### src/assert_macros.svh
// ---------------------------------------------------------------------------
// Assertion macros
// Shared concurrent assertion helpers for the heartbeat watchdog RTL.
// ---------------------------------------------------------------------------
`ifndef ASSERT_MACROS_SVH
`define ASSERT_MACROS_SVH

// Checks a property on every rising clock edge outside reset.
`define ASSERT_CLK(label, clk, rst_n, prop, msg) \
    label: assert property (@(posedge clk) disable iff (!rst_n) prop) \
        else $error(msg);

// Checks an implication whose consequent is sampled on the following clock edge.
`define ASSERT_NEXT(label, clk, rst_n, cond, prop, msg) \
    label: assert property (@(posedge clk) disable iff (!rst_n) (cond) |=> (prop)) \
        else $error(msg);

`endif

### src/hbw_pkg.sv
// ---------------------------------------------------------------------------
// Heartbeat watchdog package
// Command, event and state codes and the per-channel record types.
// ---------------------------------------------------------------------------
package hbw_pkg;

    typedef enum logic [1:0] {
        CMD_HEARTBEAT = 2'd0,
        CMD_CHECK     = 2'd1,
        CMD_RESET     = 2'd2,
        CMD_NONE      = 2'd3
    } cmd_t;

    typedef enum logic [1:0] {
        EV_ON      = 2'd0,
        EV_SHUTOFF = 2'd1,
        EV_RESET   = 2'd2,
        EV_INVALID = 2'd3
    } ev_t;

    typedef enum logic [1:0] {
        ST_IDLE,
        ST_SCAN,
        ST_FLUSH
    } state_t;

    typedef struct packed {
        logic        active;
        logic [31:0] source;
        logic [31:0] seq;
        logic [31:0] last_ms;
    } chan_t;

    typedef struct packed {
        logic [1:0]  event_code;
        logic [4:0]  channel;
        logic        new_source;
        logic        sequence_gap;
        logic [31:0] elapsed;
        logic [31:0] last_seen;
        logic [31:0] source;
    } res_t;

    localparam logic [31:0] TIMEOUT_RESET = 32'd1000;

endpackage

### src/hbw_if.sv
// ---------------------------------------------------------------------------
// Heartbeat watchdog channel interfaces
// Valid/ready channels for commands, events and the timeout register.
// ---------------------------------------------------------------------------
interface hbw_cmd_if;
    logic        valid;
    logic        ready;
    logic [1:0]  command;
    logic [4:0]  channel_number;
    logic [31:0] source_tag;
    logic [31:0] sequence_number;
    logic [31:0] now_ms;

    modport source (
        output valid, command, channel_number, source_tag, sequence_number, now_ms,
        input  ready
    );
    modport sink (
        input  valid, command, channel_number, source_tag, sequence_number, now_ms,
        output ready
    );
endinterface

interface hbw_evt_if;
    logic        valid;
    logic        ready;
    logic [1:0]  event_code;
    logic [4:0]  channel_out;
    logic        new_source;
    logic        sequence_gap;
    logic [31:0] elapsed_out;
    logic [31:0] last_seen_ms;
    logic [31:0] source_out;
    logic        last_result;

    modport source (
        output valid, event_code, channel_out, new_source, sequence_gap,
               elapsed_out, last_seen_ms, source_out, last_result,
        input  ready
    );
    modport sink (
        input  valid, event_code, channel_out, new_source, sequence_gap,
               elapsed_out, last_seen_ms, source_out, last_result,
        output ready
    );
endinterface

interface hbw_cfg_if;
    logic        valid;
    logic        ready;
    logic [31:0] timeout_ms;

    modport source (
        output valid, timeout_ms,
        input  ready
    );
    modport sink (
        input  valid, timeout_ms,
        output ready
    );
endinterface

### src/hbw_cell.sv
// ---------------------------------------------------------------------------
// Heartbeat watchdog ring cell
// Holds one channel record and passes it to its neighbor on each ring step.
// ---------------------------------------------------------------------------
module hbw_cell (
    input  logic          clk,
    input  logic          rst_n,
    input  logic          shift_en,
    input  hbw_pkg::chan_t din,
    output hbw_pkg::chan_t dout
);
    import hbw_pkg::*;

    chan_t chan_reg;
    chan_t chan_next;

    always_comb
    begin
        chan_next = shift_en ? din : chan_reg;
    end

    always_ff @(posedge clk or negedge rst_n)
    begin
        if (!rst_n)
        begin
            chan_reg <= '0;
        end
        else
        begin
            chan_reg <= chan_next;
        end
    end

    assign dout = chan_reg;

endmodule

### src/hbw_ctrl.sv
// ---------------------------------------------------------------------------
// Heartbeat watchdog controller
// Sequences one full ring rotation per command, updates the channel at the
// ring head, and queues events so the final one carries the last flag.
// ---------------------------------------------------------------------------
`include "assert_macros.svh"

module hbw_ctrl #(
    parameter int NUM_CHANNELS = 16
) (
    input  logic           clk,
    input  logic           rst_n,
    hbw_cmd_if.sink        cmd,
    hbw_evt_if.source      evt,
    hbw_cfg_if.sink        cfg,
    input  hbw_pkg::chan_t head,
    output hbw_pkg::chan_t tail,
    output logic           shift_en
);
    import hbw_pkg::*;

    localparam int PW = (NUM_CHANNELS > 1) ? $clog2(NUM_CHANNELS) : 1;
    localparam logic [PW-1:0] LAST_POS = PW'(NUM_CHANNELS - 1);

    state_t      state_reg;
    state_t      state_next;
    logic [PW-1:0] pos_reg;
    logic [PW-1:0] pos_next;
    cmd_t        cmd_reg;
    logic [4:0]  ch_reg;
    logic [31:0] src_reg;
    logic [31:0] seq_reg;
    logic [31:0] now_reg;
    logic [31:0] timeout_reg;
    logic        pend_valid_reg;
    res_t        pend_reg;
    logic        out_valid_reg;
    res_t        out_reg;
    logic        out_last_reg;

    logic        accept;
    logic        ch_ok;
    logic        match;
    logic [31:0] elapsed;
    logic        res_hit;
    res_t        res;
    logic        out_free;
    logic        fin_hit;
    res_t        fin_res;
    logic        step;
    logic        out_load;
    res_t        out_data;
    logic        out_last;

    assign accept   = cmd.valid && cmd.ready;
    assign ch_ok    = (ch_reg != 5'd0) && (ch_reg <= 5'(NUM_CHANNELS));
    assign match    = ch_ok && (ch_reg == (5'(pos_reg) + 5'd1));
    assign elapsed  = now_reg - head.last_ms;
    assign out_free = !out_valid_reg || evt.ready;

    // Update of the channel record that sits at the ring head.
    always_comb
    begin
        tail    = head;
        res_hit = 1'b0;
        res     = '0;
        res.channel = 5'(pos_reg) + 5'd1;
        case (cmd_reg)
            CMD_HEARTBEAT:
            begin
                if (match)
                begin
                    res_hit          = 1'b1;
                    res.event_code   = EV_ON;
                    res.new_source   = !head.active || (head.source != src_reg);
                    res.sequence_gap = (head.seq != 32'd0) && (seq_reg != head.seq + 32'd1);
                    tail.active      = 1'b1;
                    tail.source      = src_reg;
                    tail.seq         = seq_reg;
                    tail.last_ms     = now_reg;
                end
            end
            CMD_RESET:
            begin
                if (match)
                begin
                    res_hit        = 1'b1;
                    res.event_code = EV_RESET;
                    tail           = '0;
                end
            end
            CMD_CHECK:
            begin
                if (head.active && (elapsed > timeout_reg))
                begin
                    res_hit        = 1'b1;
                    res.event_code = EV_SHUTOFF;
                    res.elapsed    = elapsed;
                    res.last_seen  = head.last_ms;
                    res.source     = head.source;
                    tail           = '0;
                end
            end
            default:
            begin
            end
        endcase
    end

    always_comb
    begin
        fin_hit = pend_valid_reg
            || (!ch_ok && ((cmd_reg == CMD_HEARTBEAT) || (cmd_reg == CMD_RESET)));
        if (pend_valid_reg)
        begin
            fin_res = pend_reg;
        end
        else
        begin
            fin_res            = '0;
            fin_res.event_code = EV_INVALID;
            fin_res.channel    = ch_reg;
        end
    end

    always_comb
    begin
        state_next = state_reg;
        unique case (state_reg)
            ST_IDLE:
            begin
                if (cmd.valid)
                begin
                    state_next = ST_SCAN;
                end
            end
            ST_SCAN:
            begin
                if (step && (pos_reg == LAST_POS))
                begin
                    state_next = ST_FLUSH;
                end
            end
            ST_FLUSH:
            begin
                if (!fin_hit || out_free)
                begin
                    state_next = ST_IDLE;
                end
            end
            default:
            begin
                state_next = ST_IDLE;
            end
        endcase
    end

    always_comb
    begin
        cmd.ready = 1'b0;
        step      = 1'b0;
        out_load  = 1'b0;
        out_data  = pend_reg;
        out_last  = 1'b0;
        unique case (state_reg)
            ST_IDLE:
            begin
                cmd.ready = 1'b1;
            end
            ST_SCAN:
            begin
                step     = !res_hit || !pend_valid_reg || out_free;
                out_load = step && res_hit && pend_valid_reg;
            end
            ST_FLUSH:
            begin
                out_load = fin_hit && out_free;
                out_data = fin_res;
                out_last = 1'b1;
            end
            default:
            begin
            end
        endcase
    end

    assign shift_en = step;

    always_comb
    begin
        pos_next = pos_reg;
        if (accept)
        begin
            pos_next = '0;
        end
        else if (step)
        begin
            pos_next = (pos_reg == LAST_POS) ? '0 : pos_reg + PW'(1);
        end
    end

    always_ff @(posedge clk or negedge rst_n)
    begin
        if (!rst_n)
        begin
            state_reg      <= ST_IDLE;
            pos_reg        <= '0;
            timeout_reg    <= TIMEOUT_RESET;
            pend_valid_reg <= 1'b0;
            out_valid_reg  <= 1'b0;
        end
        else
        begin
            state_reg <= state_next;
            pos_reg   <= pos_next;
            if (cfg.valid && cfg.ready)
            begin
                timeout_reg <= cfg.timeout_ms;
            end
            if (step && res_hit)
            begin
                pend_valid_reg <= 1'b1;
            end
            else if ((state_reg == ST_FLUSH) && (state_next == ST_IDLE))
            begin
                pend_valid_reg <= 1'b0;
            end
            if (out_load)
            begin
                out_valid_reg <= 1'b1;
            end
            else if (evt.ready)
            begin
                out_valid_reg <= 1'b0;
            end
        end
    end

    always_ff @(posedge clk)
    begin
        if (accept)
        begin
            cmd_reg <= cmd_t'(cmd.command);
            ch_reg  <= cmd.channel_number;
            src_reg <= cmd.source_tag;
            seq_reg <= cmd.sequence_number;
            now_reg <= cmd.now_ms;
        end
        if (step && res_hit)
        begin
            pend_reg <= res;
        end
        if (out_load)
        begin
            out_reg      <= out_data;
            out_last_reg <= out_last;
        end
    end

    assign cfg.ready        = 1'b1;
    assign evt.valid        = out_valid_reg;
    assign evt.event_code   = out_reg.event_code;
    assign evt.channel_out  = out_reg.channel;
    assign evt.new_source   = out_reg.new_source;
    assign evt.sequence_gap = out_reg.sequence_gap;
    assign evt.elapsed_out  = out_reg.elapsed;
    assign evt.last_seen_ms = out_reg.last_seen;
    assign evt.source_out   = out_reg.source;
    assign evt.last_result  = out_last_reg;

    `ASSERT_CLK(a_idle_no_pending, clk, rst_n,
        (state_reg == ST_IDLE) |-> !pend_valid_reg,
        "Pending event left over after a command finished")
    `ASSERT_CLK(a_idle_ring_aligned, clk, rst_n,
        (state_reg == ST_IDLE) |-> (pos_reg == '0),
        "Ring position not aligned while idle")
    `ASSERT_NEXT(a_scan_to_flush, clk, rst_n,
        (state_reg == ST_SCAN) && step && (pos_reg == LAST_POS),
        state_reg == ST_FLUSH,
        "Scan did not end after a full ring rotation")
    `ASSERT_CLK(a_shutoff_only_on_check, clk, rst_n,
        (out_load && (out_data.event_code == EV_SHUTOFF)) |-> (cmd_reg == CMD_CHECK),
        "Safety shutoff issued outside a check command")
    `ASSERT_CLK(a_no_overwrite, clk, rst_n,
        out_load |-> out_free,
        "Event register overwritten before transfer")

endmodule

### src/multi_channel_heartbeat_watchdog.sv
// ---------------------------------------------------------------------------
// Multi-channel heartbeat watchdog
// Per-channel heartbeat supervision with timeout shutoff of relay outputs.
// ---------------------------------------------------------------------------
// Each command transfer is accepted, then the ring of channel records rotates
// once past the update logic at its head, and then the final event is
// released. Rotation and release wait while the sink holds back the event
// in the output register and another event is waiting to enter it.
// A new command is taken once the previous one has released its final event
// into the output register.
module multi_channel_heartbeat_watchdog #(
    parameter int NUM_CHANNELS = 16
) (
    input  logic      clk,
    input  logic      rst_n,
    hbw_cmd_if.sink   cmd,
    hbw_evt_if.source evt,
    hbw_cfg_if.sink   cfg
);
    import hbw_pkg::*;

    chan_t cell_q [NUM_CHANNELS];
    chan_t tail;
    logic  shift_en;

    for (genvar k = 0; k < NUM_CHANNELS; k++)
    begin : g_ring
        if (k == NUM_CHANNELS - 1)
        begin : g_last
            hbw_cell u_cell (
                .clk      (clk),
                .rst_n    (rst_n),
                .shift_en (shift_en),
                .din      (tail),
                .dout     (cell_q[k])
            );
        end
        else
        begin : g_mid
            hbw_cell u_cell (
                .clk      (clk),
                .rst_n    (rst_n),
                .shift_en (shift_en),
                .din      (cell_q[k+1]),
                .dout     (cell_q[k])
            );
        end
    end

    hbw_ctrl #(
        .NUM_CHANNELS (NUM_CHANNELS)
    ) u_ctrl (
        .clk      (clk),
        .rst_n    (rst_n),
        .cmd      (cmd),
        .evt      (evt),
        .cfg      (cfg),
        .head     (cell_q[0]),
        .tail     (tail),
        .shift_en (shift_en)
    );

endmodule

### src/flat_wrapper.sv
// flat-port wrapper written by rule: the top's interface ports become plain ports
module multi_channel_heartbeat_watchdog_flat import hbw_pkg::*;
#(
    parameter int NUM_CHANNELS = 16
)
  (clk, rst_n, cmd_valid, cmd_command, cmd_channel_number, cmd_source_tag, cmd_sequence_number, cmd_now_ms, cmd_ready, evt_valid, evt_event_code, evt_channel_out, evt_new_source, evt_sequence_gap, evt_elapsed_out, evt_last_seen_ms, evt_source_out, evt_last_result, evt_ready, cfg_valid, cfg_timeout_ms, cfg_ready);
  hbw_cmd_if cmd_i ();
  hbw_evt_if evt_i ();
  hbw_cfg_if cfg_i ();
  input  logic clk;
  input  logic rst_n;
  input wire logic [$bits(cmd_i.valid)-1:0] cmd_valid;
  input wire logic [$bits(cmd_i.command)-1:0] cmd_command;
  input wire logic [$bits(cmd_i.channel_number)-1:0] cmd_channel_number;
  input wire logic [$bits(cmd_i.source_tag)-1:0] cmd_source_tag;
  input wire logic [$bits(cmd_i.sequence_number)-1:0] cmd_sequence_number;
  input wire logic [$bits(cmd_i.now_ms)-1:0] cmd_now_ms;
  output wire logic [$bits(cmd_i.ready)-1:0] cmd_ready;
  output wire logic [$bits(evt_i.valid)-1:0] evt_valid;
  output wire logic [$bits(evt_i.event_code)-1:0] evt_event_code;
  output wire logic [$bits(evt_i.channel_out)-1:0] evt_channel_out;
  output wire logic [$bits(evt_i.new_source)-1:0] evt_new_source;
  output wire logic [$bits(evt_i.sequence_gap)-1:0] evt_sequence_gap;
  output wire logic [$bits(evt_i.elapsed_out)-1:0] evt_elapsed_out;
  output wire logic [$bits(evt_i.last_seen_ms)-1:0] evt_last_seen_ms;
  output wire logic [$bits(evt_i.source_out)-1:0] evt_source_out;
  output wire logic [$bits(evt_i.last_result)-1:0] evt_last_result;
  input wire logic [$bits(evt_i.ready)-1:0] evt_ready;
  input wire logic [$bits(cfg_i.valid)-1:0] cfg_valid;
  input wire logic [$bits(cfg_i.timeout_ms)-1:0] cfg_timeout_ms;
  output wire logic [$bits(cfg_i.ready)-1:0] cfg_ready;
  assign cmd_i.valid = cmd_valid;
  assign cmd_i.command = cmd_command;
  assign cmd_i.channel_number = cmd_channel_number;
  assign cmd_i.source_tag = cmd_source_tag;
  assign cmd_i.sequence_number = cmd_sequence_number;
  assign cmd_i.now_ms = cmd_now_ms;
  assign cmd_ready = cmd_i.ready;
  assign evt_valid = evt_i.valid;
  assign evt_event_code = evt_i.event_code;
  assign evt_channel_out = evt_i.channel_out;
  assign evt_new_source = evt_i.new_source;
  assign evt_sequence_gap = evt_i.sequence_gap;
  assign evt_elapsed_out = evt_i.elapsed_out;
  assign evt_last_seen_ms = evt_i.last_seen_ms;
  assign evt_source_out = evt_i.source_out;
  assign evt_last_result = evt_i.last_result;
  assign evt_i.ready = evt_ready;
  assign cfg_i.valid = cfg_valid;
  assign cfg_i.timeout_ms = cfg_timeout_ms;
  assign cfg_ready = cfg_i.ready;
  multi_channel_heartbeat_watchdog #(.NUM_CHANNELS(NUM_CHANNELS)) u_core (.clk(clk), .rst_n(rst_n), .cmd(cmd_i), .evt(evt_i), .cfg(cfg_i));
endmodule
### config.mk
export PLATFORM = sky130hd
export DESIGN_NAME = multi_channel_heartbeat_watchdog_flat
export DESIGN_NICKNAME = d
export VERILOG_FILES = /design/src/hbw_pkg.sv /design/src/hbw_if.sv /design/src/hbw_cell.sv /design/src/hbw_ctrl.sv /design/src/multi_channel_heartbeat_watchdog.sv /design/src/flat_wrapper.sv
export VERILOG_INCLUDE_DIRS = /design/src /design/src/src
export SDC_FILE = /design/constraint.sdc
export NUM_CORES = 2
export LEC_CHECK = 0
export BUFFER_PORTS_ARGS = -buffer_cell sky130_fd_sc_hd__buf_2
export CORE_UTILIZATION = 58
export CTS_BUF_LIST = sky130_fd_sc_hd__clkbuf_8
export DETAILED_ROUTE_END_ITERATION = 12
export PLACE_DENSITY = 0.78
export SETUP_SLACK_MARGIN = 0.2
export SLEW_MARGIN = 20
export SYNTH_ARGS = -nofsm -noshare
export SYNTH_HDL_FRONTEND = slang
export SYNTH_SLANG_ARGS = --single-unit
### constraint.sdc
create_clock -name clk -period 12.29 [get_ports clk]
set_clock_uncertainty 0.15 [all_clocks]
set_input_delay 1.8435 -clock clk [delete_from_list [all_inputs] [get_ports clk]]
set_output_delay 1.8435 -clock clk [all_outputs]
set_load 0.02 [all_outputs]
==> results.json <==
{
  "htree_levels": 5,
  "cts_buffer_depth": 4,
  "period_needed_ns": 8.09,
  "critPathCaptureType": "flip-flop",
  "cap_violations": 0,
  "grtUsageMet1": 0.315,
  "grt_antenna_before_repair": 3,
  "grtUsageMet3": 0.0359,
  "core_area_um2": 128000,
  "die_area_um2": 131000,
  "cp-start-kind": "flip-flop",
  "ys_seq_area_frac": 0.657,
  "tns_ns": 0,
  "die_x_um": 362,
  "crit_path_start": "u_core.u_ctrl.now_reg[0]",
  "synth_fp_nets": 8000,
  "syn_area_um2": 75000,
  "numCtsBuffers": 310,
  "path_clk_slew_ns": 0.06,
  "drc": 0,
  "r2r_start": "u_core.u_ctrl.now_reg[0]",
  "grt_pass1_wl_um": 257000,
  "worst_slew_pin_slew_ns": 1.18,
  "dpl.hpwl_um": 93300,
  "viasPerCell": 5.30,
  "clkLatencyLatePin_ns": 0.97,
  "regToRegSetupSlack_ns": 4.20,
  "crit_type": "flip-flop to flip-flop",
  "ios": 249,
  "fin_nets": 8189,
  "hold_path_class": "flip-flop to flip-flop",
  "async_reset_ff_frac": 0.835,
  "endpoint": "u_core.g_ring[4].g_mid.u_cell.dout[20]",
  "gp_congestion": 0.860,
  "grt_pass1_vias": 51800,
  "min_from": "u_core.g_ring[4].g_mid.u_cell.dout[52]",
  "syn_inst": 7785,
  "detail-route-antenna-nets": 0,
  "clock-sinks": 1906,
  "hold_violations": 0,
  "maxSlewHeadroom": 0.212,
  "detail_route.wl_per_cell_um": 15.6,
  "rows": 131,
  "synth_edf_count": 314,
  "gr-usage-met2": 0.392,
  "r2r_cells": 24,
  "areaGrowthSynthToFinish_pct": 10.8,
  "dr.pass1.iters": 6,
  "timing.hold.ws_ns": 0.298,
  "synth.avg_cell_area_um2": 9.64,
  "yosys_warnings": 0,
  "status": "complete, no violations",
  "yosysUniqueCellTypes": 68,
  "grt-ovfl-total": 0,
  "min_period_over_period": 0.659,
  "drive_above_1_share": 0.0887,
  "cp.required_ns": 13.00,
  "io_buffers": 247,
  "synth_flop_cell": "dfrtp_1",
  "die_h_um": 362,
  "dr_total_vias": 52200,
  "synth-seq-cells": 1906,
  "critPathMaxFanout": 219,
  "arrival_ns": 8.81,
  "slew_viol_final": 0,
  "vdd_drop_max_v": 0.000317,
  "drtIter0Drc": 4635,
  "cts_hold_buf": 0,
  "setup_violations": 0,
  "cts_tree": "done",
  "r2r_end": "u_core.g_ring[4].g_mid.u_cell.dout[20]",
  "max_freq_ghz": 0.124,
  "p_leak_nw": 44.6,
  "hold_depth": 2,
  "gr-usage-all-layers": 0.239,
  "grt_setup_unrepaired": "false",
  "largest_reg_flops": 1455,
  "cts_root_buffer": "clkbuf_8",
  "p_per_area_nw_per_um2": 189,
  "grt_max_degree": 253,
  "initial_utilization": 0.587,
  "wirelength_um": 154000,
  "fill_cells": 9791,
  "post_cts_buffers": 0,
  "cts_resized": 0,
  "top_usage_layer": "met2"
}
cell usage in the layout (no fill, tap or decap), types with 7 or more instances in the layout:
master	instances
nor2_1	61
nand3_1	30
inv_1	207
buf_2	246
nand2b_1	8
mux2_2	7
o21ai_1	41
buf_4	25
nand2_1	4362
xor2_1	36
dfrtp_1	1586
a21o_1	13
or3_1	7
ha_1	74
a31oi_1	9
nor3_1	16
xnor2_1	70
a21oi_1	61
nor4_1	20
a221o_1	101
bufinv_16	8
clkinv_2	20
nor2b_1	11
buf_12	18
o21ai_0	63
nand4_1	29
clkbuf_8	373
and2_1	165
and3_1	104
edfxtp_1	314
cell families (layout without fill, tap and decap cells):
group,count (synthesis),in the layout,share of synthesized area
xor gates and xnor gates,106,106,0.0124
AOI/OAI and AO/OA,342,342,0.0325
muxes,10,10,0.00145
buffers and inverters,506,905,0.0284
other,1,5,0.0000500
adders and majority gates,75,75,0.0126
and+or+nand+nor,4839,4839,0.256
DFF,1906,1906,0.657
synthesized netlist by cell type (all sizes together), types with 13 or more instances:
cell type | number | area [um2]
a21o | 13 | 97.6
a21oi | 61 | 305
a221o | 101 | 1010
and2 | 168 | 1050
and3 | 104 | 651
buf | 210 | 1020
clkbuf | 204 | 766
dfrtp | 1586 | 39700
edfxtp | 314 | 9430
ha | 74 | 926
inv | 92 | 345
nand2 | 4362 | 16400
nand3 | 30 | 150
nand4 | 29 | 181
nor2 | 62 | 233
nor3 | 17 | 85.1
nor4 | 20 | 125
o21ai | 104 | 521
xnor2 | 70 | 613
xor2 | 36 | 315
area by class of cell:
class | count | area, um2 | area share
Clock buffer | 373 | 5130 | 0.0617
Tap cell | 1662 | 2080 | 0.0250
Sequential cell | 1906 | 49300 | 0.593
Multi-Input combinational cell | 5373 | 23700 | 0.285
Inverter | 92 | 345 | 0.00415
Clock inverter | 149 | 812 | 0.00977
Timing Repair Buffer | 291 | 1820 | 0.0219
Antenna cell | 4 | 10.0 | 0.000120
worst min-delay path by stage:
stage,end,slack (ns)
finish,u_core.g_ring[3].g_mid.u_cell.dout[52],0.30
global route,u_core.g_ring[12].g_mid.u_cell.dout[12],0.32
CTS,u_core.g_ring[6].g_mid.u_cell.dout[74],0.31
detailed placement,u_core.g_ring[7].g_mid.u_cell.dout[54],0.30
global placement,u_core.g_ring[7].g_mid.u_cell.dout[69],0.30
floorplan,u_core.g_ring[10].g_mid.u_cell.dout[0],0.29
report_power, final:
| group | switching (W) | internal (W) | total (W) |
|---|---|---|---|
| combinational | 0.00255 | 0.000566 | 0.00312 |
| clock | 0.00240 | 0.00290 | 0.00530 |
| sequential | 0.000336 | 0.00694 | 0.00728 |
| total | 0.00529 | 0.0104 | 0.0157 |
critical path, stage by stage (launching register included):
cell and delay, ns:
edfxtp_1 0.38, inv_1 0.07, ha_1 0.16, inv_1 0.05
fa_1 0.42, a211oi_1 0.36, o21bai_1 0.14, a21oi_1 0.24
o21bai_1 0.10, a21oi_1 0.35, nor4bb_1 0.11, a21oi_1 0.17
nand2_1 0.09, ha_1 0.30, nand4_1 0.17, or3_1 0.44
a21o_1 0.21, a31oi_1 0.33, o2111ai_1 0.33, a31oi_4 0.49
buf_12 0.68, buf_4 0.85, buf_4 0.87, nand2_1 0.15
nand2_1 0.10
through the flow:
stage / instances / cell area [um2] / setup slack, ns / util / power [W]
after floorplan: 7785 / 75000 / 0.443 / - / 0.00972
after global placement: 9323 / 77200 / 4.57 / 0.604 / 0.0104
after detailed placement: 9323 / 77200 / 4.42 / 0.604 / 0.0105
after CTS: 9845 / 83100 / 4.35 / 0.650 / 0.0158
after global routing: 9849 / 83100 / 3.58 / 0.650 / 0.0165
final: 9850 / 83100 / 4.20 / 0.650 / 0.0157
metal layers:
layer	vias to the layer above	wire, um
met4	0	6640
met1	25700	64800
li1	24900	-
met3	396	6260
met2	1186	76400
met5	-	0
Power figures use the tool's default switching activity.
